[config.mk]
export PLATFORM = sky130hd
export DESIGN_NAME = ams_div
export DESIGN_NICKNAME = d
export VERILOG_FILES = /design/src/ams_pkg.sv /design/src/ams_div.sv
export SDC_FILE = /design/constraint.sdc
export NUM_CORES = 1
export LEC_CHECK = 0
export ABC_AREA = 1
export BUFFER_PORTS_ARGS = -buffer_cell sky130_fd_sc_hd__buf_4
export CELL_PAD_IN_SITES_DETAIL_PLACEMENT = 1
export CELL_PAD_IN_SITES_GLOBAL_PLACEMENT = 1
export CORE_UTILIZATION = 41
export CTS_CLUSTER_DIAMETER = 50
export CTS_CLUSTER_SIZE = 8
export DETAILED_ROUTE_END_ITERATION = 10
export MAX_ROUTING_LAYER = met4
export PLACE_DENSITY = 0.88
export RECOVER_POWER = 25
export REMOVE_ABC_BUFFERS = 1
export SETUP_SLACK_MARGIN = 0.1
export SYNTH_ARGS = -nofsm -noshare
export SYNTH_HDL_FRONTEND = slang
export SYNTH_SLANG_ARGS = --single-unit
[constraint.sdc]
create_clock -name clk -period 2.42 [get_ports clk]
set_clock_uncertainty 0.05 [all_clocks]
set_input_delay 0.121 -clock clk [delete_from_list [all_inputs] [get_ports clk]]
set_output_delay 0.121 -clock clk [all_outputs]
set_load 0.005 [all_outputs]
[src/ams_pkg.sv]
// ----------------------------------------------------------------------------
// ams_pkg
// Shared types and constants for the accumulator machine step block:
// request and response payloads, opcodes, fault codes and sequencer states.
// ----------------------------------------------------------------------------
package ams_pkg;

    // word memory geometry (depth is a power of two, operands wrap by truncation)
    localparam int MEM_DEPTH = 256;
    localparam int ADDR_W    = $clog2(MEM_DEPTH);
    localparam int WORD_W    = 32;
    localparam int PC_OUT_W  = 8;

    typedef logic [ADDR_W-1:0] addr_t;
    typedef logic [WORD_W-1:0] word_t;

    // request kinds
    localparam logic OP_LOAD_WORD = 1'b0;
    localparam logic OP_STEP      = 1'b1;

    // instruction opcodes, OPC_NONE marks any word that is not an instruction
    typedef logic [3:0] opc_t;
    localparam opc_t OPC_NONE   = 4'd0;
    localparam opc_t OPC_ADD    = 4'd1;
    localparam opc_t OPC_SUB    = 4'd2;
    localparam opc_t OPC_MUL    = 4'd3;
    localparam opc_t OPC_DIV    = 4'd4;
    localparam opc_t OPC_JMP    = 4'd5;
    localparam opc_t OPC_JMPN   = 4'd6;
    localparam opc_t OPC_JMPP   = 4'd7;
    localparam opc_t OPC_JMPZ   = 4'd8;
    localparam opc_t OPC_COPY   = 4'd9;
    localparam opc_t OPC_LOAD   = 4'd10;
    localparam opc_t OPC_STORE  = 4'd11;
    localparam opc_t OPC_INPUT  = 4'd12;
    localparam opc_t OPC_OUTPUT = 4'd13;
    localparam opc_t OPC_STOP   = 4'd14;

    // fault codes
    typedef logic [1:0] fault_t;
    localparam fault_t FAULT_NONE   = 2'd0;
    localparam fault_t FAULT_DIV0   = 2'd1;
    localparam fault_t FAULT_OPCODE = 2'd2;

    // sequencer states
    typedef enum logic [2:0] {
        ST_IDLE,
        ST_OPC,
        ST_OPND,
        ST_DATA,
        ST_COPY,
        ST_DIV,
        ST_DONE
    } state_t;

    typedef struct packed {
        logic               op;
        logic [7:0]         address;
        logic signed [31:0] data;
        logic signed [31:0] in_value;
    } req_t;

    typedef struct packed {
        logic signed [31:0] acc_value;
        logic [7:0]         pc_value;
        logic               out_valid;
        logic signed [31:0] out_value;
        logic               halted;
        logic [1:0]         fault;
    } rsp_t;

endpackage

[src/ams_div.sv]
// ----------------------------------------------------------------------------
// ams_div
// Signed 32-bit divider, truncating toward zero. Restoring algorithm on
// magnitudes, one quotient bit per cycle. done pulses for one cycle when the
// quotient is ready; the quotient holds until the next start.
// ----------------------------------------------------------------------------
module ams_div (
    input  logic           clk,
    input  logic           rst_n,
    input  logic           start,
    input  ams_pkg::word_t dividend,
    input  ams_pkg::word_t divisor,
    output logic           done,
    output ams_pkg::word_t quotient
);
    import ams_pkg::*;

    localparam int DIV_STEPS = WORD_W;
    localparam int CNT_W     = $clog2(DIV_STEPS);

    logic             busy_reg, busy_next;
    logic             done_reg, done_next;
    logic [CNT_W-1:0] cnt_reg, cnt_next;
    word_t            rem_reg, rem_next;
    word_t            quo_reg, quo_next;
    word_t            den_reg, den_next;
    logic             neg_reg, neg_next;
    logic [WORD_W:0]  shifted;
    logic [WORD_W+1:0] diff;

    // operand setup on start, otherwise one restoring step while busy
    always_comb
    begin
        busy_next = busy_reg;
        done_next = 1'b0;
        cnt_next  = cnt_reg;
        rem_next  = rem_reg;
        quo_next  = quo_reg;
        den_next  = den_reg;
        neg_next  = neg_reg;
        shifted   = {rem_reg, quo_reg[WORD_W-1]};
        diff      = {1'b0, shifted} - {2'b00, den_reg};
        if (start)
        begin
            busy_next = 1'b1;
            cnt_next  = CNT_W'(DIV_STEPS - 1);
            rem_next  = '0;
            quo_next  = dividend[WORD_W-1] ? (WORD_W'(0) - dividend) : dividend;
            den_next  = divisor[WORD_W-1] ? (WORD_W'(0) - divisor) : divisor;
            neg_next  = dividend[WORD_W-1] ^ divisor[WORD_W-1];
        end
        else if (busy_reg)
        begin
            if (!diff[WORD_W+1])
            begin
                rem_next = diff[WORD_W-1:0];
                quo_next = {quo_reg[WORD_W-2:0], 1'b1};
            end
            else
            begin
                rem_next = shifted[WORD_W-1:0];
                quo_next = {quo_reg[WORD_W-2:0], 1'b0};
            end
            cnt_next = cnt_reg - CNT_W'(1);
            if (cnt_reg == '0)
            begin
                busy_next = 1'b0;
                done_next = 1'b1;
            end
        end
    end

    // control registers
    always_ff @(posedge clk or negedge rst_n)
    begin
        if (!rst_n)
        begin
            busy_reg <= 1'b0;
            done_reg <= 1'b0;
        end
        else
        begin
            busy_reg <= busy_next;
            done_reg <= done_next;
        end
    end

    // datapath registers
    always_ff @(posedge clk)
    begin
        cnt_reg <= cnt_next;
        rem_reg <= rem_next;
        quo_reg <= quo_next;
        den_reg <= den_next;
        neg_reg <= neg_next;
    end

    assign done     = done_reg;
    assign quotient = neg_reg ? (WORD_W'(0) - quo_reg) : quo_reg;

endmodule

======== After elaboration in Yosys (flattened, before gate mapping) ========
Cells that the tools add are included.
storage, ports and cells
  register bits after elaboration ......... 104
  input port bits ......................... 67
  output and inout bits ................... 33
  word-level logic and storage cells ...... 29
operators by class
  $add $sub $neg .......................... 5
  multiplexer cells ....................... 13
  bitwise operators ....................... 1
  reductions and logical operators ........ 2
operators with widths
  kind                   number
  $mux 32                5
  $sub 1x32->32 const A  3
  $sub 33x32->34         1
  $mux 31                1
  $mux 1                 7
  $logic_not 5->1        1
  $sub 5x1->5 const B    1
  $reduce_bool 2->1      1
  $xor 1x1->1            1

======== Longest topological paths before layout ========
  depth after elaboration ................. 4
  gate-level depth with buffers ........... 17

======== Least setup slack after synthesis ========
Ideal clock, no wire load.
  path kind ............................... input port to flip-flop
  from .................................... input start
  to ...................................... register quo_reg[0], enable pin
  arrival time ............................ 1.704 ns
  path slack .............................. 0.257 ns
  cell stages on the path ................. 4
  path buffers ............................ 2
  cells stage by stage .................... clkbuf_1 -> nor2_1 -> inv_1 -> clkbuf_1
on the way
  cells in the longest elaborated chain, start to end .. 1
RTL lines
  item                         RTL line       source
  start, declared              ams_div.sv:10  input logic start,
  $reduce_bool 2->1 (no line)  --
  end signal, assigned         ams_div.sv:93  quo_reg <= quo_next;
  end, declared                ams_div.sv:25  word_t quo_reg, quo_next;
Every way passes these cells.
A chain may end at the register's enable or synchronous reset.

======== Worst setup path in the final report ========
  from .................................... register quo_reg[1]
  to ...................................... output quotient[17]
on the way
  cells in the longest elaborated chain, start to end .. 2
RTL lines
  item           RTL line       source
  $sub 1x32->32  ams_div.sv:99  assign quotient = neg_reg ? (WORD_W'(0) - quo_reg) : quo_reg;
  $mux 32        ams_div.sv:99
  end, declared  ams_div.sv:14  output ams_pkg::word_t quotient
Every way passes these cells.

==> Flow_metrics.wiki <==
{| class="wikitable"
! Metric !! Value
|-
| Die area || 23400 sq um
|-
| Number of enable flip-flop cells after synthesis || 65
|-
| Clock tree buffer depth || 2
|-
| Achievable frequency || 388 MHz
|-
| Post-detailed-route via-to-cell ratio || 5.55
|-
| Max rail drop VDD || 377 uV
|-
| Tot GR Track Use || 29.4%
|-
| Post-placement worst setup slack || -0.0895 ns
|-
| Inserted Clock Buffers || 9
|-
| Class of the tightest hold or removal check || in -> async
|-
| Max-cap check violation count || 1
|-
| Clock tree from TritonCTS || yes
|-
| Final Net Count || between 1.5k and 2k
|-
| Area share of and/or/nand/nor cells after synthesis || 38.0%
|-
| Syn Std Cell Area || 9360 sq um
|-
| Number of antenna violations at the first check in global routing || 0
|-
| Area taken by multi-input logic gates || between 6000 and 7000 sq um
|-
| Number of rows created at floorplan || 54
|-
| Normalized max-slew margin || -0.656%
|-
| Power, Total || 11.3 mW
|-
| Top area cells in the synthesized netlist || sky130_fd_sc_hd__edfxtp_1 21%, sky130_fd_sc_hd__nand2_1 18%, sky130_fd_sc_hd__inv_1 11%, sky130_fd_sc_hd__dfxtp_1 7.9%, sky130_fd_sc_hd__nand3_1 7.1%
|-
| Residual antenna-violating net count after detailed routing || 0
|-
| Average footprint of a synthesized cell || between 6 and 7 sq um
|-
| Num ports || 100
|-
| Critical Path RT || between 2 and 2.5 ns
|-
| Sequential area share after synthesis || 29.3%
|-
| Count of synthesis-stage warnings from yosys || 0
|-
| PnR worst setup slack || -0.159 ns
|-
| Number of H-tree branching levels || 3
|-
| Final setup violation count || 15
|-
| Data arrival time of the critical path || 2.41 ns
|-
| GR Overflow Total || 0
|-
| Instance area at placement || 10600 sq um
|-
| Slew at the pin closest to its max-slew limit || 1.51 ns
|-
| CTS Root Buffer Type || sky130_fd_sc_hd__clkbuf_16
|-
| Family with the most delay on the worst path || simple AND/OR/NAND/NOR gates
|-
| Total count of hold-check failures in the final report || 0
|-
| Fraction of final layout cells sized beyond drive strength 1 || 20.6%
|-
| Area share of the largest cell type after synthesis || around a fifth
|-
| Total power density per cell area || between 900 and 1000 nW/um^2
|-
| Gpl congestion || 0.943
|-
| Period utilisation layout || 107%
|-
| Number of DRC violations after detailed routing || 0
|-
| DIE HEIGHT || 153 microns
|-
| Top_reg_cell synth || sky130_fd_sc_hd__edfxtp_1
|-
| Type of destination of the critical path || output port
|-
| First-pass GRT wire length || 52900 microns
|-
| Antenna fix cells || 0
|-
| Final instance area || 11800 sq um
|-
| Largest net degree at the start of global routing || between 40 and 50
|-
| Unrepaired setup endpoints after global routing || yes
|-
| Final max-slew violation count || 25
|-
| Dominant combinational cell family by area after synthesis || simple AND/OR/NAND/NOR gates
|-
| Detailed-route wire length || 37800 microns
|-
| Most frequent CP cell || sky130_fd_sc_hd__buf_4
|-
| Register bit total from synthesis || 104
|-
| Via count of the first global-routing pass || 10.4k
|-
| Run status || finished, violations left
|-
| Buffers plus inverters on the worst setup path || 4
|-
| Avg WL per Cell || 20.1 microns
|-
| Slowest stage cell, crit path || sky130_fd_sc_hd__edfxtp_1
|-
| LEAKAGE || 5.91 nW
|-
| Mux share of post-synthesis cell area || 0%
|-
| Worst hold-check slack || 0.0268 ns
|-
| Most frequent cell after synthesis || sky130_fd_sc_hd__nand2_1
|-
| Worst setup slack for register-to-register paths || 0.06 ns
|-
| Clock Pin Slew Worst Setup and Hold Paths || around 0.090 ns
|-
| Initial core utilization || 42.4%
|-
| Gate Count Post-Synth || 1451
|-
| Chip Width || 153 microns
|-
| Failing checks || max-capacitance violations, max-slew violations, negative setup slack
|-
| Min Tclk post-route || 2.58 ns
|-
| Area share of fa/ha/maj cells after synthesis || 5.03%
|-
| Largest stage delay on the critical path || 0.50 ns
|-
| Finished Core Util || 53.2%
|-
| Critical path start-end classification || reg -> out
|-
| Final HPWL from detailed placement || about 26000 microns
|-
| Top cell type by total area after synthesis || sky130_fd_sc_hd__edfxtp_1
|-
| Signed area change from the synthesized netlist to the final layout || 25.6%
|-
| Number of iterations in the first detailed-routing pass || 5
|-
| Sequential cell area in the final layout || about 2700 sq um
|-
| Synth Area in Compound Gates || slightly below 7%
|-
| Worst path cell trace || nor3_2, nand2_1, nor3_4, buf_6, buf_4, buf_4, a31oi_1, xor2_1, buf_4
|-
| Final-layout fill cell count || 2888
|-
| Clk sink count || around 100
|-
| Xor and xnor fraction of the mapped netlist area || ~8.0%
|-
| Number of distinct library cells after synthesis || 48
|-
| Total number of vias || 10.4k
|-
| Buffers on Ports || 99
|-
| Fraction of registers with async set or reset after synthesis || 1.92%
|-
| Area of the core region || 22100 sq um
|-
| Kind of start point of the critical path || flop
|-
| Crit Path Max Fanout || 3
|-
| Synth top cells by count || 440 x sky130_fd_sc_hd__nand2_1, 262 x sky130_fd_sc_hd__inv_1, 132 x sky130_fd_sc_hd__nand3_1
|-
| Drt first-iter violations || between 600 and 700
|-
| Clock latency on the worst-skew pair || 0.38 ns
|}
## layout by cell type, fill, tap and decap left out, types with 17 or more instances in the layout
| cell | count |
|---|---|
| sky130_fd_sc_hd__a21oi_1 | 20 |
| sky130_fd_sc_hd__buf_4 | 138 |
| sky130_fd_sc_hd__dfxtp_1 | 37 |
| sky130_fd_sc_hd__edfxtp_1 | 65 |
| sky130_fd_sc_hd__ha_1 | 19 |
| sky130_fd_sc_hd__inv_1 | 253 |
| sky130_fd_sc_hd__nand2_1 | 405 |
| sky130_fd_sc_hd__nand2_2 | 42 |
| sky130_fd_sc_hd__nand3_1 | 126 |
| sky130_fd_sc_hd__nand4_1 | 20 |
| sky130_fd_sc_hd__nor2_1 | 108 |
| sky130_fd_sc_hd__o21ai_0 | 52 |
| sky130_fd_sc_hd__o21ai_1 | 17 |
| sky130_fd_sc_hd__xnor2_1 | 24 |
| sky130_fd_sc_hd__xor2_1 | 54 |
## worst reg2reg max path, stage by stage, from the launching register on
cell                       delay (ns)
sky130_fd_sc_hd__edfxtp_1        0.42
sky130_fd_sc_hd__inv_2           0.10
sky130_fd_sc_hd__ha_2            0.19
sky130_fd_sc_hd__inv_2           0.08
sky130_fd_sc_hd__fa_2            0.38
sky130_fd_sc_hd__nand2_2         0.11
sky130_fd_sc_hd__nand2_2         0.09
sky130_fd_sc_hd__nand3_2         0.09
sky130_fd_sc_hd__nand2_4         0.08
sky130_fd_sc_hd__nand2_4         0.07
sky130_fd_sc_hd__nand2_4         0.07
sky130_fd_sc_hd__xnor2_2         0.24
sky130_fd_sc_hd__nand2_2         0.08
sky130_fd_sc_hd__nand3_1         0.09
sky130_fd_sc_hd__o21ai_1         0.09
## routing by layer
| layer | vias up | track usage (%) | share of wire (%) |
|---|---|---|---|
| met2 | 425 | 51.4 | 51 |
| met4 | 0 | 13.4 | 5.1 |
| met3 | 153 | 3.71 | 5.2 |
| met1 | 5024 | 33.4 | 39 |
| met5 | - | - | 0 |
| li1 | 4828 | - | - |
## final timing paths
| kind | startpoint | end | depth (start not counted) |
|---|---|---|---|
| setup / recovery | quo_reg[1]$_DFFE_PP_ | quotient[17] | 9 |
| hold / removal | rst_n | busy_reg$_DFF_PN0_ | 2 |
| hold reg to reg | rem_reg[30]$_SDFFE_PP0P_ | rem_reg[30]$_SDFFE_PP0P_ | 2 |
| min in group clk | divisor[20] | den_reg[20]$_DFFE_PP_ | 2 |
| max in group asynchronous | rst_n | done$_DFF_PN0_ | 2 |
| setup reg to reg | quo_reg[31]$_DFFE_PP_ | rem_reg[14]$_SDFFE_PP0P_ | 14 |
## timing repair
action | 4_1_cts | 5_1_grt
hold buffers | 4 | 0
gates cloned | 0 | 1
pin swaps | 17 | 25
endpoints found under the setup margin | 34 | 52
buffers inserted | 15 | 14
resized for setup | 44 | 106
endpoints found under the hold margin | 5 | 0
## kinds of logic (layout without fill, tap and decap cells)
group	count (synthesis)	count (layout)
adder cells (fa/ha/maj)	37	37
AND/OR/NAND/NOR	807	807
flip-flops	104	104
XOR/XNOR	86	86
AO/OA/AOI/OAI	115	115
buffers and inverters	302	449
## report_power, final
| part | total, mW | switching [mW] | leakage [nW] | internal, mW |
|---|---|---|---|---|
| Clock | 1.57 | 0.794 | 0.145 | 0.775 |
| Sequential | 2.68 | 0.382 | 1.00 | 2.29 |
| Combinational | 7.09 | 4.31 | 4.76 | 2.78 |
## layout make-up
type                            count  area share (%)
Clock inverter                      5           0.383
Inverter                          268            8.58
Multi-Input combinational cell   1045            51.2
Clock buffer                       11            2.15
Sequential cell                   104            23.3
Tap cell                          280            2.98
Timing Repair Buffer              165            11.4
## stage by stage
step,TNS (ns),std cells
3_5_place_dp,-0.143,1828
3_3_place_gp,-0.0329,1828
5_1_grt,-2.42,1878
6_report,-1.36,1878
4_1_cts,0,1863
2_1_floorplan,0,1417
(Power assumes the default switching activity.)
